[config.mk]
export PLATFORM = sky130hd
export DESIGN_NAME = floppy_disk_service_decoder
export DESIGN_NICKNAME = d
export VERILOG_FILES = /design/src/rtl/core/fdsd_pkg.sv /design/src/rtl/core/fdsd_useq.sv /design/src/rtl/core/floppy_disk_service_decoder.sv
export SDC_FILE = /design/constraint.sdc
export NUM_CORES = 1
export LEC_CHECK = 0
export BUFFER_PORTS_ARGS = -buffer_cell sky130_fd_sc_hd__buf_4
export CAP_MARGIN = 20
export CELL_PAD_IN_SITES_DETAIL_PLACEMENT = 0
export CELL_PAD_IN_SITES_GLOBAL_PLACEMENT = 1
export CORE_MARGIN = 2
export CORE_UTILIZATION = 40
export CTS_CLUSTER_SIZE = 40
export DETAILED_ROUTE_END_ITERATION = 6
export GPL_TIMING_DRIVEN = 1
export PLACE_DENSITY = 0.69
export RECOVER_POWER = 50
export SETUP_SLACK_MARGIN = 0.02
export SYNTH_ARGS = -nofsm -noshare
export SYNTH_HDL_FRONTEND = slang
export SYNTH_SLANG_ARGS = --single-unit
[constraint.sdc]
create_clock -name clock -period 22.3 [get_ports clock]
set_clock_uncertainty 0.15 [all_clocks]
set_input_delay 4.46 -clock clock [delete_from_list [all_inputs] [get_ports clock]]
set_output_delay 4.46 -clock clock [all_outputs]
set_load 0.02 [all_outputs]
[src/rtl/core/fdsd_pkg.sv]
// ----------------------------------------------------------------------------
// fdsd_pkg
// Types, codes and microcode ROM shared by the floppy disk service decoder.
// ----------------------------------------------------------------------------
package fdsd_pkg;

   // Served vector and function codes
   localparam logic [7:0] SERVICE_VECTOR = 8'h13;
   localparam logic [7:0] FN_RESET       = 8'h00;
   localparam logic [7:0] FN_STATUS      = 8'h01;
   localparam logic [7:0] FN_READ        = 8'h02;
   localparam logic [7:0] FN_WRITE       = 8'h03;
   localparam logic [7:0] FN_PARAMS      = 8'h08;
   localparam logic [7:0] FN_TYPE        = 8'h15;

   // Status bytes
   localparam logic [7:0] ST_OK          = 8'h00;
   localparam logic [7:0] ST_INVALID     = 8'h01;
   localparam logic [7:0] ST_NOT_FOUND   = 8'h04;
   localparam logic [7:0] ST_BAD_DRIVE   = 8'h0c;

   // Drive geometry and limits
   localparam logic [7:0]  DRIVE_TYPE_FLOPPY = 8'h04;
   localparam logic [15:0] GEOM_CX           = 16'h4f12;
   localparam logic [15:0] GEOM_DX           = 16'h0102;
   localparam logic [7:0]  FIXED_DISK_BASE   = 8'h80;
   localparam logic [7:0]  HEAD_LIMIT        = 8'd2;
   localparam logic [7:0]  TRACK_LIMIT       = 8'd80;
   localparam logic [7:0]  MAX_SECTOR        = 8'd18;
   localparam logic [7:0]  FLOPPY_LIMIT      = 8'd2;

   // Transfer direction
   localparam logic [1:0] XFER_NONE  = 2'd0;
   localparam logic [1:0] XFER_READ  = 2'd1;
   localparam logic [1:0] XFER_WRITE = 2'd2;

   // Control register indexes and reset values
   localparam logic [1:0]  CSR_HEAD_COUNT    = 2'd0;
   localparam logic [1:0]  CSR_SECTORS       = 2'd1;
   localparam logic [1:0]  CSR_SECTOR_BYTES  = 2'd2;
   localparam logic [1:0]  HEAD_COUNT_RST    = 2'd2;
   localparam logic [4:0]  SECTORS_RST       = 5'd18;
   localparam logic [10:0] SECTOR_BYTES_RST  = 11'd512;

   // Micro-operations of the datapath
   typedef enum logic [2:0] {
      OP_LOAD,
      OP_MAC_HEADS,
      OP_MAC_SECTORS,
      OP_MUL_OFFSET,
      OP_MUL_COUNT,
      OP_FINISH
   } uop_type;

   typedef enum logic {
      JC_NONE,
      JC_NO_XFER
   } jcond_type;

   typedef logic [2:0] step_type;

   localparam step_type STEP_FINISH = 3'd5;

   typedef struct packed {
      uop_type   op;
      jcond_type cond;
      step_type  target;
   } uword_type;

   // Sequencer to datapath
   typedef struct packed {
      logic    active;
      uop_type op;
   } uctl_type;

   // Datapath to sequencer
   typedef struct packed {
      logic xfer_ok;
      logic out_busy;
   } ustat_type;

   // Latched request
   typedef struct packed {
      logic [7:0]  vector_number;
      logic [7:0]  function_code;
      logic [7:0]  drive;
      logic [7:0]  head;
      logic [7:0]  track;
      logic [7:0]  sector;
      logic [7:0]  sector_count;
      logic [15:0] buffer_offset;
      logic [15:0] buffer_segment;
      logic [15:0] table_offset;
      logic [15:0] table_segment;
   } req_type;

   // Result word
   typedef struct packed {
      logic        handled;
      logic [7:0]  status_code;
      logic        carry_out;
      logic [1:0]  transfer_kind;
      logic [23:0] disk_offset;
      logic [20:0] memory_address;
      logic [23:0] byte_count;
      logic [7:0]  drive_type;
      logic [15:0] geometry_cx;
      logic [15:0] geometry_dx;
      logic [15:0] table_offset_out;
      logic [15:0] table_segment_out;
   } rsp_type;

   // Microprogram: build the block number, scale it, scale the count, finish.
   // Anything that is not a good read or write jumps straight to finish.
   function automatic uword_type ucode_rom(step_type step);
      uword_type w;
      case (step)
         3'd0:    w = '{op: OP_LOAD,        cond: JC_NO_XFER, target: STEP_FINISH};
         3'd1:    w = '{op: OP_MAC_HEADS,   cond: JC_NONE,    target: 3'd0};
         3'd2:    w = '{op: OP_MAC_SECTORS, cond: JC_NONE,    target: 3'd0};
         3'd3:    w = '{op: OP_MUL_OFFSET,  cond: JC_NONE,    target: 3'd0};
         3'd4:    w = '{op: OP_MUL_COUNT,   cond: JC_NONE,    target: 3'd0};
         default: w = '{op: OP_FINISH,      cond: JC_NONE,    target: 3'd0};
      endcase
      return w;
   endfunction

endpackage

[src/rtl/core/fdsd_useq.sv]
// ----------------------------------------------------------------------------
// fdsd_useq
// Microcode sequencer: step counter over the control ROM with one
// conditional jump; holds on the finish step while the result slot is full.
// ----------------------------------------------------------------------------
module fdsd_useq
   import fdsd_pkg::*;
(
   input  logic      clock,
   input  logic      reset,
   input  logic      start,
   input  ustat_type stat,
   output uctl_type  ctl
);

   logic      running_ff, running_in;
   step_type  step_ff, step_in;
   uword_type word;

   assign word = ucode_rom(step_ff);

   // Next step
   always_comb begin
      running_in = running_ff;
      step_in    = step_ff;
      if (!running_ff) begin
         if (start) begin
            running_in = 1'b1;
            step_in    = '0;
         end
      end else begin
         case (word.op)
            OP_FINISH: begin
               if (!stat.out_busy) begin
                  running_in = 1'b0;
               end
            end
            default: begin
               if (word.cond == JC_NO_XFER && !stat.xfer_ok) begin
                  step_in = word.target;
               end else begin
                  step_in = step_ff + 3'd1;
               end
            end
         endcase
      end
   end

   always_ff @(posedge clock) begin
      if (reset) begin
         running_ff <= 1'b0;
         step_ff    <= '0;
      end else begin
         running_ff <= running_in;
         step_ff    <= step_in;
      end
   end

   assign ctl.active = running_ff;
   assign ctl.op     = word.op;

endmodule

[src/rtl/core/floppy_disk_service_decoder.sv]
// ----------------------------------------------------------------------------
// floppy_disk_service_decoder
// Decodes one disk-service request for floppy drive 0 and returns one result.
// ----------------------------------------------------------------------------
// A request is taken when the block is not sequencing; req_stall stays high
// while the microprogram runs. A good read or write runs six program steps
// (track load, two multiply-adds for the block number, the offset and count
// scalings on one shared 16x11 multiply-add unit, then finish); every other
// request jumps from the track load straight to finish. The next request
// can be accepted the cycle after the result is written, even while that
// result is stalled.
// Control registers are written through csr_* while no request is in flight.
// ----------------------------------------------------------------------------
module floppy_disk_service_decoder
   import fdsd_pkg::*;
(
   input  logic        clock,
   input  logic        reset,
   // request channel
   input  logic        req_valid,
   output logic        req_stall,
   input  logic [7:0]  req_vector_number,
   input  logic [7:0]  req_function_code,
   input  logic [7:0]  req_drive,
   input  logic [7:0]  req_head,
   input  logic [7:0]  req_track,
   input  logic [7:0]  req_sector,
   input  logic [7:0]  req_sector_count,
   input  logic [15:0] req_buffer_offset,
   input  logic [15:0] req_buffer_segment,
   input  logic [15:0] req_table_offset,
   input  logic [15:0] req_table_segment,
   // result channel
   output logic        rsp_valid,
   input  logic        rsp_stall,
   output logic        rsp_handled,
   output logic [7:0]  rsp_status_code,
   output logic        rsp_carry_out,
   output logic [1:0]  rsp_transfer_kind,
   output logic [23:0] rsp_disk_offset,
   output logic [20:0] rsp_memory_address,
   output logic [23:0] rsp_byte_count,
   output logic [7:0]  rsp_drive_type,
   output logic [15:0] rsp_geometry_cx,
   output logic [15:0] rsp_geometry_dx,
   output logic [15:0] rsp_table_offset_out,
   output logic [15:0] rsp_table_segment_out,
   // control registers
   input  logic        csr_valid,
   output logic        csr_ready,
   input  logic [1:0]  csr_index,
   input  logic [10:0] csr_data
);

   uctl_type  ctl;
   ustat_type stat;
   logic      accept;
   logic      finish;

   req_type     req_ff, req_in;
   rsp_type     rsp_ff, rsp_in, res;
   logic        rsp_valid_ff, rsp_valid_in;
   logic [7:0]  last_status_ff, last_status_in;
   logic [1:0]  head_count_ff, head_count_in;
   logic [4:0]  sectors_ff, sectors_in;
   logic [10:0] sector_bytes_ff, sector_bytes_in;
   logic [15:0] acc_ff, acc_in;
   logic [23:0] offset_ff, offset_in;
   logic [23:0] count_ff, count_in;

   logic [15:0] mul_a;
   logic [10:0] mul_b;
   logic [15:0] mul_add;
   logic [26:0] prod;
   logic        vec_ok;
   logic        rw_fn;
   logic        chs_ok;
   logic        store;

   // Sequencer
   fdsd_useq u_useq (
      .clock (clock),
      .reset (reset),
      .start (accept),
      .stat  (stat),
      .ctl   (ctl)
   );

   assign req_stall     = ctl.active;
   assign accept        = req_valid && !req_stall;
   assign csr_ready     = !ctl.active;
   assign stat.out_busy = rsp_valid_ff && rsp_stall;
   assign finish        = ctl.active && ctl.op == OP_FINISH && !stat.out_busy;

   // Request latch
   always_comb begin
      req_in = req_ff;
      if (accept) begin
         req_in = '{vector_number:  req_vector_number,
                    function_code:  req_function_code,
                    drive:          req_drive,
                    head:           req_head,
                    track:          req_track,
                    sector:         req_sector,
                    sector_count:   req_sector_count,
                    buffer_offset:  req_buffer_offset,
                    buffer_segment: req_buffer_segment,
                    table_offset:   req_table_offset,
                    table_segment:  req_table_segment};
      end
   end

   // Address check
   assign vec_ok = req_ff.vector_number == SERVICE_VECTOR;
   assign rw_fn  = req_ff.function_code == FN_READ || req_ff.function_code == FN_WRITE;
   assign chs_ok = req_ff.drive == 8'd0 && req_ff.head < HEAD_LIMIT &&
                   req_ff.sector != 8'd0 && req_ff.sector <= MAX_SECTOR &&
                   req_ff.track < TRACK_LIMIT;
   assign stat.xfer_ok = vec_ok && rw_fn && chs_ok;

   // Shared multiply-add unit
   always_comb begin
      mul_a   = acc_ff;
      mul_b   = '0;
      mul_add = '0;
      case (ctl.op)
         OP_MAC_HEADS: begin
            mul_b   = {9'd0, head_count_ff};
            mul_add = {8'd0, req_ff.head};
         end
         OP_MAC_SECTORS: begin
            mul_b   = {6'd0, sectors_ff};
            mul_add = {8'd0, req_ff.sector - 8'd1};
         end
         OP_MUL_OFFSET: begin
            mul_b = sector_bytes_ff;
         end
         OP_MUL_COUNT: begin
            mul_a = {8'd0, req_ff.sector_count};
            mul_b = sector_bytes_ff;
         end
         default: begin
            mul_b = '0;
         end
      endcase
   end

   assign prod = {11'd0, mul_a} * {16'd0, mul_b} + {11'd0, mul_add};

   // Datapath registers
   always_comb begin
      acc_in    = acc_ff;
      offset_in = offset_ff;
      count_in  = count_ff;
      if (ctl.active) begin
         case (ctl.op)
            OP_LOAD:        acc_in    = {8'd0, req_ff.track};
            OP_MAC_HEADS:   acc_in    = prod[15:0];
            OP_MAC_SECTORS: acc_in    = prod[15:0];
            OP_MUL_OFFSET:  offset_in = prod[23:0];
            OP_MUL_COUNT:   count_in  = prod[23:0];
            default:        acc_in    = acc_ff;
         endcase
      end
   end

   // Result decode
   always_comb begin
      res   = '0;
      store = 1'b0;
      if (vec_ok) begin
         case (req_ff.function_code)
            FN_RESET: begin
               res.handled = 1'b1;
               store       = 1'b1;
               if (req_ff.drive != 8'd0) begin
                  res.status_code = ST_BAD_DRIVE;
                  res.carry_out   = 1'b1;
               end
            end
            FN_STATUS: begin
               res.handled     = 1'b1;
               res.status_code = last_status_ff;
            end
            FN_READ, FN_WRITE: begin
               res.handled = 1'b1;
               store       = 1'b1;
               if (!chs_ok) begin
                  res.status_code = ST_NOT_FOUND;
                  res.carry_out   = 1'b1;
               end else begin
                  res.transfer_kind  = (req_ff.function_code == FN_READ) ?
                                       XFER_READ : XFER_WRITE;
                  res.disk_offset    = offset_ff;
                  res.memory_address = {1'b0, req_ff.buffer_segment, 4'd0} +
                                       {5'd0, req_ff.buffer_offset};
                  res.byte_count     = count_ff;
               end
            end
            FN_PARAMS: begin
               res.handled = 1'b1;
               store       = 1'b1;
               if (req_ff.drive >= FIXED_DISK_BASE) begin
                  res.status_code = ST_INVALID;
                  res.carry_out   = 1'b1;
               end else begin
                  res.drive_type        = DRIVE_TYPE_FLOPPY;
                  res.geometry_cx       = GEOM_CX;
                  res.geometry_dx       = GEOM_DX;
                  res.table_offset_out  = req_ff.table_offset;
                  res.table_segment_out = req_ff.table_segment;
               end
            end
            FN_TYPE: begin
               res.handled     = 1'b1;
               store           = 1'b1;
               res.status_code = (req_ff.drive < FLOPPY_LIMIT) ? ST_INVALID : ST_OK;
            end
            default: begin
               store = 1'b0;
            end
         endcase
      end
   end

   // Result register and status memory
   always_comb begin
      rsp_in         = rsp_ff;
      rsp_valid_in   = rsp_valid_ff;
      last_status_in = last_status_ff;
      if (finish) begin
         rsp_in       = res;
         rsp_valid_in = 1'b1;
         if (store) begin
            last_status_in = res.status_code;
         end
      end else if (rsp_valid_ff && !rsp_stall) begin
         rsp_valid_in = 1'b0;
      end
   end

   // Control register writes
   always_comb begin
      head_count_in   = head_count_ff;
      sectors_in      = sectors_ff;
      sector_bytes_in = sector_bytes_ff;
      if (csr_valid && csr_ready) begin
         case (csr_index)
            CSR_HEAD_COUNT:   head_count_in   = csr_data[1:0];
            CSR_SECTORS:      sectors_in      = csr_data[4:0];
            CSR_SECTOR_BYTES: sector_bytes_in = csr_data;
            default:          head_count_in   = head_count_ff;
         endcase
      end
   end

   always_ff @(posedge clock) begin
      if (reset) begin
         rsp_valid_ff    <= 1'b0;
         last_status_ff  <= ST_OK;
         head_count_ff   <= HEAD_COUNT_RST;
         sectors_ff      <= SECTORS_RST;
         sector_bytes_ff <= SECTOR_BYTES_RST;
      end else begin
         rsp_valid_ff    <= rsp_valid_in;
         last_status_ff  <= last_status_in;
         head_count_ff   <= head_count_in;
         sectors_ff      <= sectors_in;
         sector_bytes_ff <= sector_bytes_in;
      end
   end

   always_ff @(posedge clock) begin
      req_ff    <= req_in;
      rsp_ff    <= rsp_in;
      acc_ff    <= acc_in;
      offset_ff <= offset_in;
      count_ff  <= count_in;
   end

   // Outputs
   assign rsp_valid             = rsp_valid_ff;
   assign rsp_handled           = rsp_ff.handled;
   assign rsp_status_code       = rsp_ff.status_code;
   assign rsp_carry_out         = rsp_ff.carry_out;
   assign rsp_transfer_kind     = rsp_ff.transfer_kind;
   assign rsp_disk_offset       = rsp_ff.disk_offset;
   assign rsp_memory_address    = rsp_ff.memory_address;
   assign rsp_byte_count        = rsp_ff.byte_count;
   assign rsp_drive_type        = rsp_ff.drive_type;
   assign rsp_geometry_cx       = rsp_ff.geometry_cx;
   assign rsp_geometry_dx       = rsp_ff.geometry_dx;
   assign rsp_table_offset_out  = rsp_ff.table_offset_out;
   assign rsp_table_segment_out = rsp_ff.table_segment_out;

endmodule

# Yosys cells after proc, flatten, opt, wreduce, memory -nomap -nowiden
# Cells that the tools add are included.
# word_totals
input_bits	138
regBits	368
latchBits	0
mem_count	0
output_inout_bits	156
romBits	0
mem_bits_rw	0
# op_classes
div_mod_pow	0
addsub	4
n_bitwise	2
eq_ne	18
muxes	29
shift	0
n_lt_le_gt_ge	5
reduce_logical	43
n_mul	1
# ops
op	n
$mux W152	1
$mux W71	2
$mux W67	2
$pmux W9 S5	1
$pmux W7 S5	1
$pmux W11 S3	1
$pmux W16 S2	1
$add A24 B16 Y24	1
$mul A16 B11 Y24	1
$add A20 B16 Y21	1
$reduce_and A2 Y1	9
$eq A8 B2 Y1 const B	2
$eq A8 B5 Y1 const B	2
$logic_not A8 Y1	2
$lt A8 B2 Y1 const B	2
$mux W16	1
$pmux W8 S2	1
$reduce_bool A8 Y1	2
$logic_and A1 B1 Y1	13
$eq A3 B2 Y1 const B	4
$mux W3	4
$eq A3 B3 Y1 const B	3
$mux W1	9
$eq A8 B1 Y1 const B	1
other kinds (24)	35

# Logic depth before layout (Yosys ltp)
# Gate-level depths: netlist of the first run.
# logic_depth
depth_word	11
mapped_depth	27

# Modules after synthesis
# Synthesis of the first run repeated with hierarchy kept, for this count alone.
# unflattened
hier_cells	1556
hier_area_um2	18335.1
# modules_own_cells
mod	area_per_inst_um2	cells_per_inst	n_inst
floppy_disk_service_decoder	17978.5	1511	1
fdsd_useq	356.6	45	1

# Worst setup path before layout of the first run
# OpenSTA, ideal clock, no wires.
# synth_path
path_type	input port to flip-flop
start	in req_valid
end	reg req_ff[0] (netlist bit), enable pin
t_arrival_ns	9.666
setup_slack_ns	11.869
required_time_ns	21.535
n_path_buf	0
setup_ns	0.615
path_stages	1
path_cell_list	nor2b_1
# synth_via
elab_chain_len	1
# synth_rtl
element	line_no	text
start, declared	floppy_disk_service_decoder.sv:20	input logic req_valid,
$logic_and A1 B1 Y1	floppy_disk_service_decoder.sv:90	assign accept = req_valid && !req_stall;
end signal, assigned	floppy_disk_service_decoder.sv:274	req_ff <= req_in;
end, declared	floppy_disk_service_decoder.sv:60	req_type req_ff, req_in;
# Every way passes these cells.
# A chain may end at the register's enable or synchronous reset.

# Final worst setup path of the first run
# layout_path
start	reg u_useq.step_ff[0]
end	reg count_ff[22] (data pin)
# layout_via
elab_chain_len	7
elab_cells_between_ends	16
# layout_rtl
element	line_no	text
start, declared	fdsd_useq.sv:17	step_type step_ff, step_in;
start signal, assigned	fdsd_useq.sv:55	step_ff <= step_in;
$eq A3 B3 Y1 (tied with other cells)	fdsd_pkg.sv:117	case (step)
$pmux W7 S5 *	fdsd_pkg.sv:117	
$eq A3 B3 Y1 / $eq A3 B2 Y1 (equally long branches)	floppy_disk_service_decoder.sv:126	case (ctl.op)
$reduce_or A2 Y1 (no source line)	--	
$pmux W11 S3	floppy_disk_service_decoder.sv:126	
$mul A16 B11 Y24	floppy_disk_service_decoder.sv:148	assign prod = {11'd0, mul_a} * {16'd0, mul_b} + {11'd0, mul_add};
$add A24 B16 Y24 *	floppy_disk_service_decoder.sv:148	
named net prod[22]	floppy_disk_service_decoder.sv:74	logic [26:0] prod;
end signal, assigned	floppy_disk_service_decoder.sv:278	count_ff <= count_in;
end, declared	floppy_disk_service_decoder.sv:69	logic [23:0] count_ff, count_in;
# The timed path passes the listed nets; every way through them passes the cells marked *.

==> impl_metrics.toml, run 1 <==
[logic_synthesis]
synth-seq-cells = 329
synth_ff_type = "edfxtp_1"
synth_area_per_cell_sq_um = 12.4
synth_area_leaders = "edfxtp_1 (49%), fa_1 (14%), ha_1 (5.4%), and2_1 (3.9%), inv_1 (3.9%)"
synth_largest_area_cell = "edfxtp_1"
ys_types = 71
syn-cell-area_sq_um = 18300
ys_seq_area_share_pct = 52.2
synth_top_cell_area_share_pct = 48.8
synthMostInstantiatedCell = "edfxtp_1"
synth-edff-count = 298
ys_top_cells_by_count = "edfxtp_1 (298), inv_1 (189), nand2_1 (152)"
synthCells = 1483
synth_warnings = 0
async_reset_ff_share_pct = 0

[pwr]
peakVddDrop_mv = 0.0575
p_sw_share_pct = 26.6
internal-power_uw = 1110
power.leakage_uw = 0.00882
pwr-share-seq_pct = 48.5
clkPwrFrac_pct = 36.1
powerDensity_nw_per_um2 = 69.4
p_switching_uw = 401
combPwrFrac_pct = 15.4

[timing]
setup_viol = 0
post-route-period-util_pct = 37.0
finalWorstSetupSlack_ns = 14.06
relSlewSlack_pct = -90.1
fin_crit_ns = 8.24
timing.fmax_ghz = 0.121
maxSlewViolCount = 259
rsz0062_at_grt = "no"
finalSetupTns_ns = 0
finalHoldViolCount = 0
worstMarginPinSlew_ns = 2.85

[global_routing]
gr-total-overflow = 0
grt.total_usage_pct = 17.8
use_met2_pct = 29.2
grt_max_degree = 75
busiest_layer = "met2"
gr-usage-met1_pct = 24.0
met3_usage_pct = 3.64
grt_pass1_wl_mm = 64.5
grt_pass1_vias = 11600
antenna_found_initial = 0

[final_layout]
num_antenna_cells = 0
syn2layout_area_growth_pct = 18.5
final_cells = 2372
final_nets = 2096
fill_cells = 4168
drive_gt1_share_pct = 18.7
final_util_pct = 47.9

[clock_tree]
path_clk_slew_ns = 0.06
ctsResizeCount = 0
numCtsBuffers = 37
cts_hold_buf = 0
htree_levels = 2
clk_latency_ns = 0.55
root_buffer = "clkbuf_16"
clock-sinks = 329
cts_buffer_depth = 3
cts_tree = "built"
cts_setup_buffers = 0

[critical_path]
startpoint_type = "flop"
critPathKind = "reg2reg"
path_delay_family = "adder cells"
crit_arrival_ns = 8.36
path_cells = "inv_1 -> ha_1 -> nor4_1 -> o21ai_0 -> clkbuf_1 -> mux2_1 -> and3_1 -> fa_1 -> fa_1 -> fa_1 -> fa_1 -> inv_1 -> fa_1 -> inv_1 -> ha_1 -> nand3_1 -> o31ai_1 -> nand2_1 -> o21ba_2 -> o21ai_0 -> xor2_1"
cp_slowest_stage_delay_ns = 1.45
critPathMaxFanout = 38
path_buf_inv = 4
cp.required_ns = 22.42
end_kind = "flop"
crit_top_cell = "fa_1"
slowest_stage = "clkbuf_1"

[worst_hold_path]
hold_class = "reg2reg"

[place]
place_ws_ns = 14.41
place_congestion = 0.869
hpwlAfterDp_mm = 31.5
dp_cells = 2307
port-buffer-count = 263

[run_status]
status = "finished, violations left"
violations = "max-capacitance violations, max-slew violations"

[floorplanning]
die_h_microns = 218
dieWidth_microns = 218
die_area_sq_um = 47500
initial_utilization_pct = 40.5
pin_count = 294
core.rowCount = 78
core_sq_um = 45300

[routing]
firstDrtPassIters = 5
via_per_inst = 4.76
drc_errors = 0
drtIter0Drc = 546
drtAntennaViolNets = 0
post_drt_wl_per_cell_microns = 17.3
vias = 11300
wirelength_mm = 41.0

[run]
maxCapViolations = 7
[sequential cells by signal, summed over array words and instances, names as in the netlist, 21 cells and up]
register and count:
req_ff 120, rsp_byte_count 24, rsp_disk_offset 24, offset_ff 24
rsp_memory_address 21, count_ff 24
[final cells by class]
class / instances / area, sq um / share of cell area [%]
clock buffer: 44 / 952 / 4.39
clock inverter: 20 / 125 / 0.576
inverter: 189 / 709 / 3.27
multi-input combinational: 914 / 7600 / 35.0
sequential: 329 / 9570 / 44.1
tap: 600 / 751 / 3.46
timing repair buffer: 276 / 2000 / 9.23
[cell families (layout without fill, tap and decap cells)]
logic type / Yosys count / in the layout / share of synthesized area (%)
and+or+nand+nor: 477 / 477 / 13.2
DFF: 329 / 329 / 52.2
buffers and inverters: 269 / 529 / 6.53
adders and majority gates: 211 / 211 / 19.8
AOI/OAI and AO/OA: 127 / 127 / 4.55
xor gates and xnor gates: 38 / 38 / 1.82
muxes: 31 / 31 / 1.80
other: 1 / 30 / 0.0205
[layout by cell type, fill, tap and decap left out, types with 37 or more instances in the layout]
master       n
and2_0      60
and2_1      54
clkbuf_4   116
edfxtp_1   298
inv_1      189
nand2_1    152
a21oi_1     45
fa_1       132
ha_1        79
clkbuf_16   37
buf_4      142
nor2_1     108
[worst paths after layout]
kind,from,depth (start not counted),slack [ns],to
worst max-delay path,u_useq.step_ff[0],21,14.06,count_ff[22]
worst min-delay path,last_status_ff[4],1,0.30,last_status_ff[4]
worst min register to register,last_status_ff[4],1,0.30,last_status_ff[4]
worst max register to register,u_useq.step_ff[0],21,14.06,count_ff[22]
[metal layers]
metal / wire length, microns / vias up
met5: 0 / -
met1: 18500 / 5552
met2: 19300 / 286
met3: 2210 / 55
met4: 946 / 0
li1: - / 5406
[power groups by stage]
stage	Combinational, uW	Clock, uW	Sequential [uW]
5_1_grt	262	589	733
4_1_cts	239	564	730
6_report	233	544	730
3_3_place_gp	236	0	742
2_1_floorplan	151	0	750
3_5_place_dp	238	0	742
[metrics by stage]
step	hold slack (ns)	instance area (sq um)	power (uW)
after floorplan	0.271	18400	901
after global placement	0.284	20800	978
after detailed placement	0.286	20800	980
after CTS	0.301	21900	1530
after global routing	0.322	21700	1580
final	0.301	21700	1510
No activity file was read; power rests on OpenSTA's default activity.
==> run 2: changes to the inputs <==
Clock period 22.3 ns to 8.2 ns, I/O delays scaled along.
==> run 2 against run 1 <==
The run still ends with max-capacitance violations, max-slew violations left. Utilization up 0.25 points. Non-clock buffer count down 1. Register-to-register slack worse by 13 ns. Largest power group unchanged.
==> impl_metrics.toml, run 2 (synthesis gave the netlist of run 1 again) <==
[clock_tree]
cts_buffer_depth = 3
htree_levels = 2
cts_tree = "built"
ctsResizeCount = 0
clk_latency_ns = 0.56
clock-sinks = 329
cts_hold_buf = 0
path_clk_slew_ns = 0.05
root_buffer = "clkbuf_16"
cts_setup_buffers = 0
numCtsBuffers = 38

[critical_path]
crit_top_cell = "fa_1"
critPathMaxFanout = 17
path_buf_inv = 4
reg2reg_to = "count_ff[22]"
startpoint_type = "flop"
r2r-start = "u_useq.step_ff[0]"
end_kind = "flop"
crit_arrival_ns = 7.65
r2r_slack_ns = 0.79
path_cells = "ha_1 -> ha_1 -> a21oi_1 -> o31ai_2 -> buf_4 -> a22o_1 -> nand2_1 -> fa_1 -> fa_1 -> fa_1 -> inv_1 -> fa_1 -> inv_1 -> fa_1 -> inv_1 -> ha_1 -> o21a_1 -> o21ai_0 -> o31ai_1 -> nand2_1 -> o21ba_2 -> o21ai_0 -> xor2_1"
critPathKind = "reg2reg"
cp.required_ns = 8.43
path_delay_family = "adder cells"
cp_slowest_stage_delay_ns = 0.61
rr_worst_depth = 23
slowest_stage = "a22o_1"

[place]
hpwlAfterDp_mm = 32.2
place_ws_ns = 0.771
port-buffer-count = 263
dp_cells = 2307
place_congestion = 0.862

[routing]
vias = 11300
firstDrtPassIters = 6
wirelength_mm = 42.0
drc_errors = 0
drtIter0Drc = 702
post_drt_wl_per_cell_microns = 17.7
via_per_inst = 4.77
drtAntennaViolNets = 0

[worst_hold_path]
hold_end = "last_status_ff[4]"
hold_class = "reg2reg"
holdPathStages = 1
worstHoldStart = "last_status_ff[4]"

[run]
maxCapViolations = 4

[timing]
finalWorstSetupSlack_ns = 0.786
relSlewSlack_pct = -61.3
timing.fmax_ghz = 0.135
fin_crit_ns = 7.41
worstMarginPinSlew_ns = 2.42
setup_viol = 0
post-route-period-util_pct = 90.4
rsz0062_at_grt = "no"
finalSetupTns_ns = 0
maxSlewViolCount = 145
finalHoldViolCount = 0

[floorplanning]
pin_count = 294
die_area_sq_um = 47500
core_sq_um = 45300
core.rowCount = 78
die_h_microns = 218
dieWidth_microns = 218
initial_utilization_pct = 40.5

[final_layout]
final_nets = 2096
num_antenna_cells = 0
regArea_sq_um = 9570
final_cell_mix = "edfxtp_1 (298), inv_1 (189), nand2_1 (152), fa_1 (132), clkbuf_4 (121)"
largest_reg_flops = 120
final_util_pct = 48.2
drive_gt1_share_pct = 18.1
largest-register = "req_ff"
syn2layout_area_growth_pct = 19.1
final_common_cell = "edfxtp_1"
fill_cells = 4091
final_cells = 2376
multi_input_area_sq_um = 7640

[run_status]
violations = "max-capacitance violations, max-slew violations"
status = "finished, violations left"

[global_routing]
gr-total-overflow = 0
grt.total_usage_pct = 18.0
antenna_found_initial = 0
grt_pass1_wl_mm = 65.1
grt_max_degree = 75
grt_pass1_vias = 11600

[pwr]
power.leakage_uw = 0.00883
peakVddDrop_mv = 0.163
powerDensity_nw_per_um2 = 197
run 2: changes by cell type in the layout (fill, tap and decap cells not counted), moves of 3 or more:
cell / before / now
bufinv_16: 0 / 3
clkinv_1: 11 / 3
clkinv_2: 2 / 6
clkbuf_4: 116 / 121
buf_4: 142 / 113
clkbuf_1: 25 / 53
run 2: cell type report:
cell class / count / share of cell area, %
Sequential cell: 329 / 43.8
Multi-Input combinational cell: 914 / 35.0
Timing Repair Buffer: 275 / 8.70
Clock buffer: 52 / 4.79
Tap cell: 600 / 3.44
Inverter: 189 / 3.25
Clock inverter: 17 / 0.963
run 2: worst max-delay path by stage:
| stage | slack, ns | cells after the start | startpoint | endpoint |
|---|---|---|---|---|
| floorplan | 0.59 | 1 | req_valid | req_ff[0] |
| finish | 0.79 | 23 | u_useq.step_ff[0] | count_ff[22] |
| CTS | 0.75 | 23 | u_useq.step_ff[0] | count_ff[22] |
| detailed placement | 0.77 | 23 | u_useq.step_ff[0] | offset_ff[19] |
| global placement | 0.88 | 23 | u_useq.step_ff[0] | count_ff[22] |
| global route | 0.20 | 23 | u_useq.step_ff[0] | count_ff[22] |
run 2: metrics by stage:
stage / hold slack (ns) / power, uW / cell area, sq um
CTS: 0.301 / 4370 / 22100
detailed placement: 0.286 / 2670 / 20800
floorplan: 0.271 / 2450 / 18400
global route: 0.309 / 4500 / 21800
finish: 0.299 / 4300 / 21800
global placement: 0.285 / 2660 / 20800
run 2: power by group:
group | internal [uW] | switching, uW | total [uW]
Sequential | 1940 | 44.6 | 1980
Combinational | 231 | 403 | 634
Clock | 1000 | 682 | 1680
Total | 3170 | 1130 | 4300
run 2: routing by layer:
layer | vias up | track usage, % | share of wire, %
met2 | 281 | 29.8 | 47
li1 | 5415 | - | -
met5 | - | 0 | 0
met4 | 0 | 5.33 | 2.3
met1 | 5582 | 24.2 | 45
met3 | 59 | 3.14 | 5.4
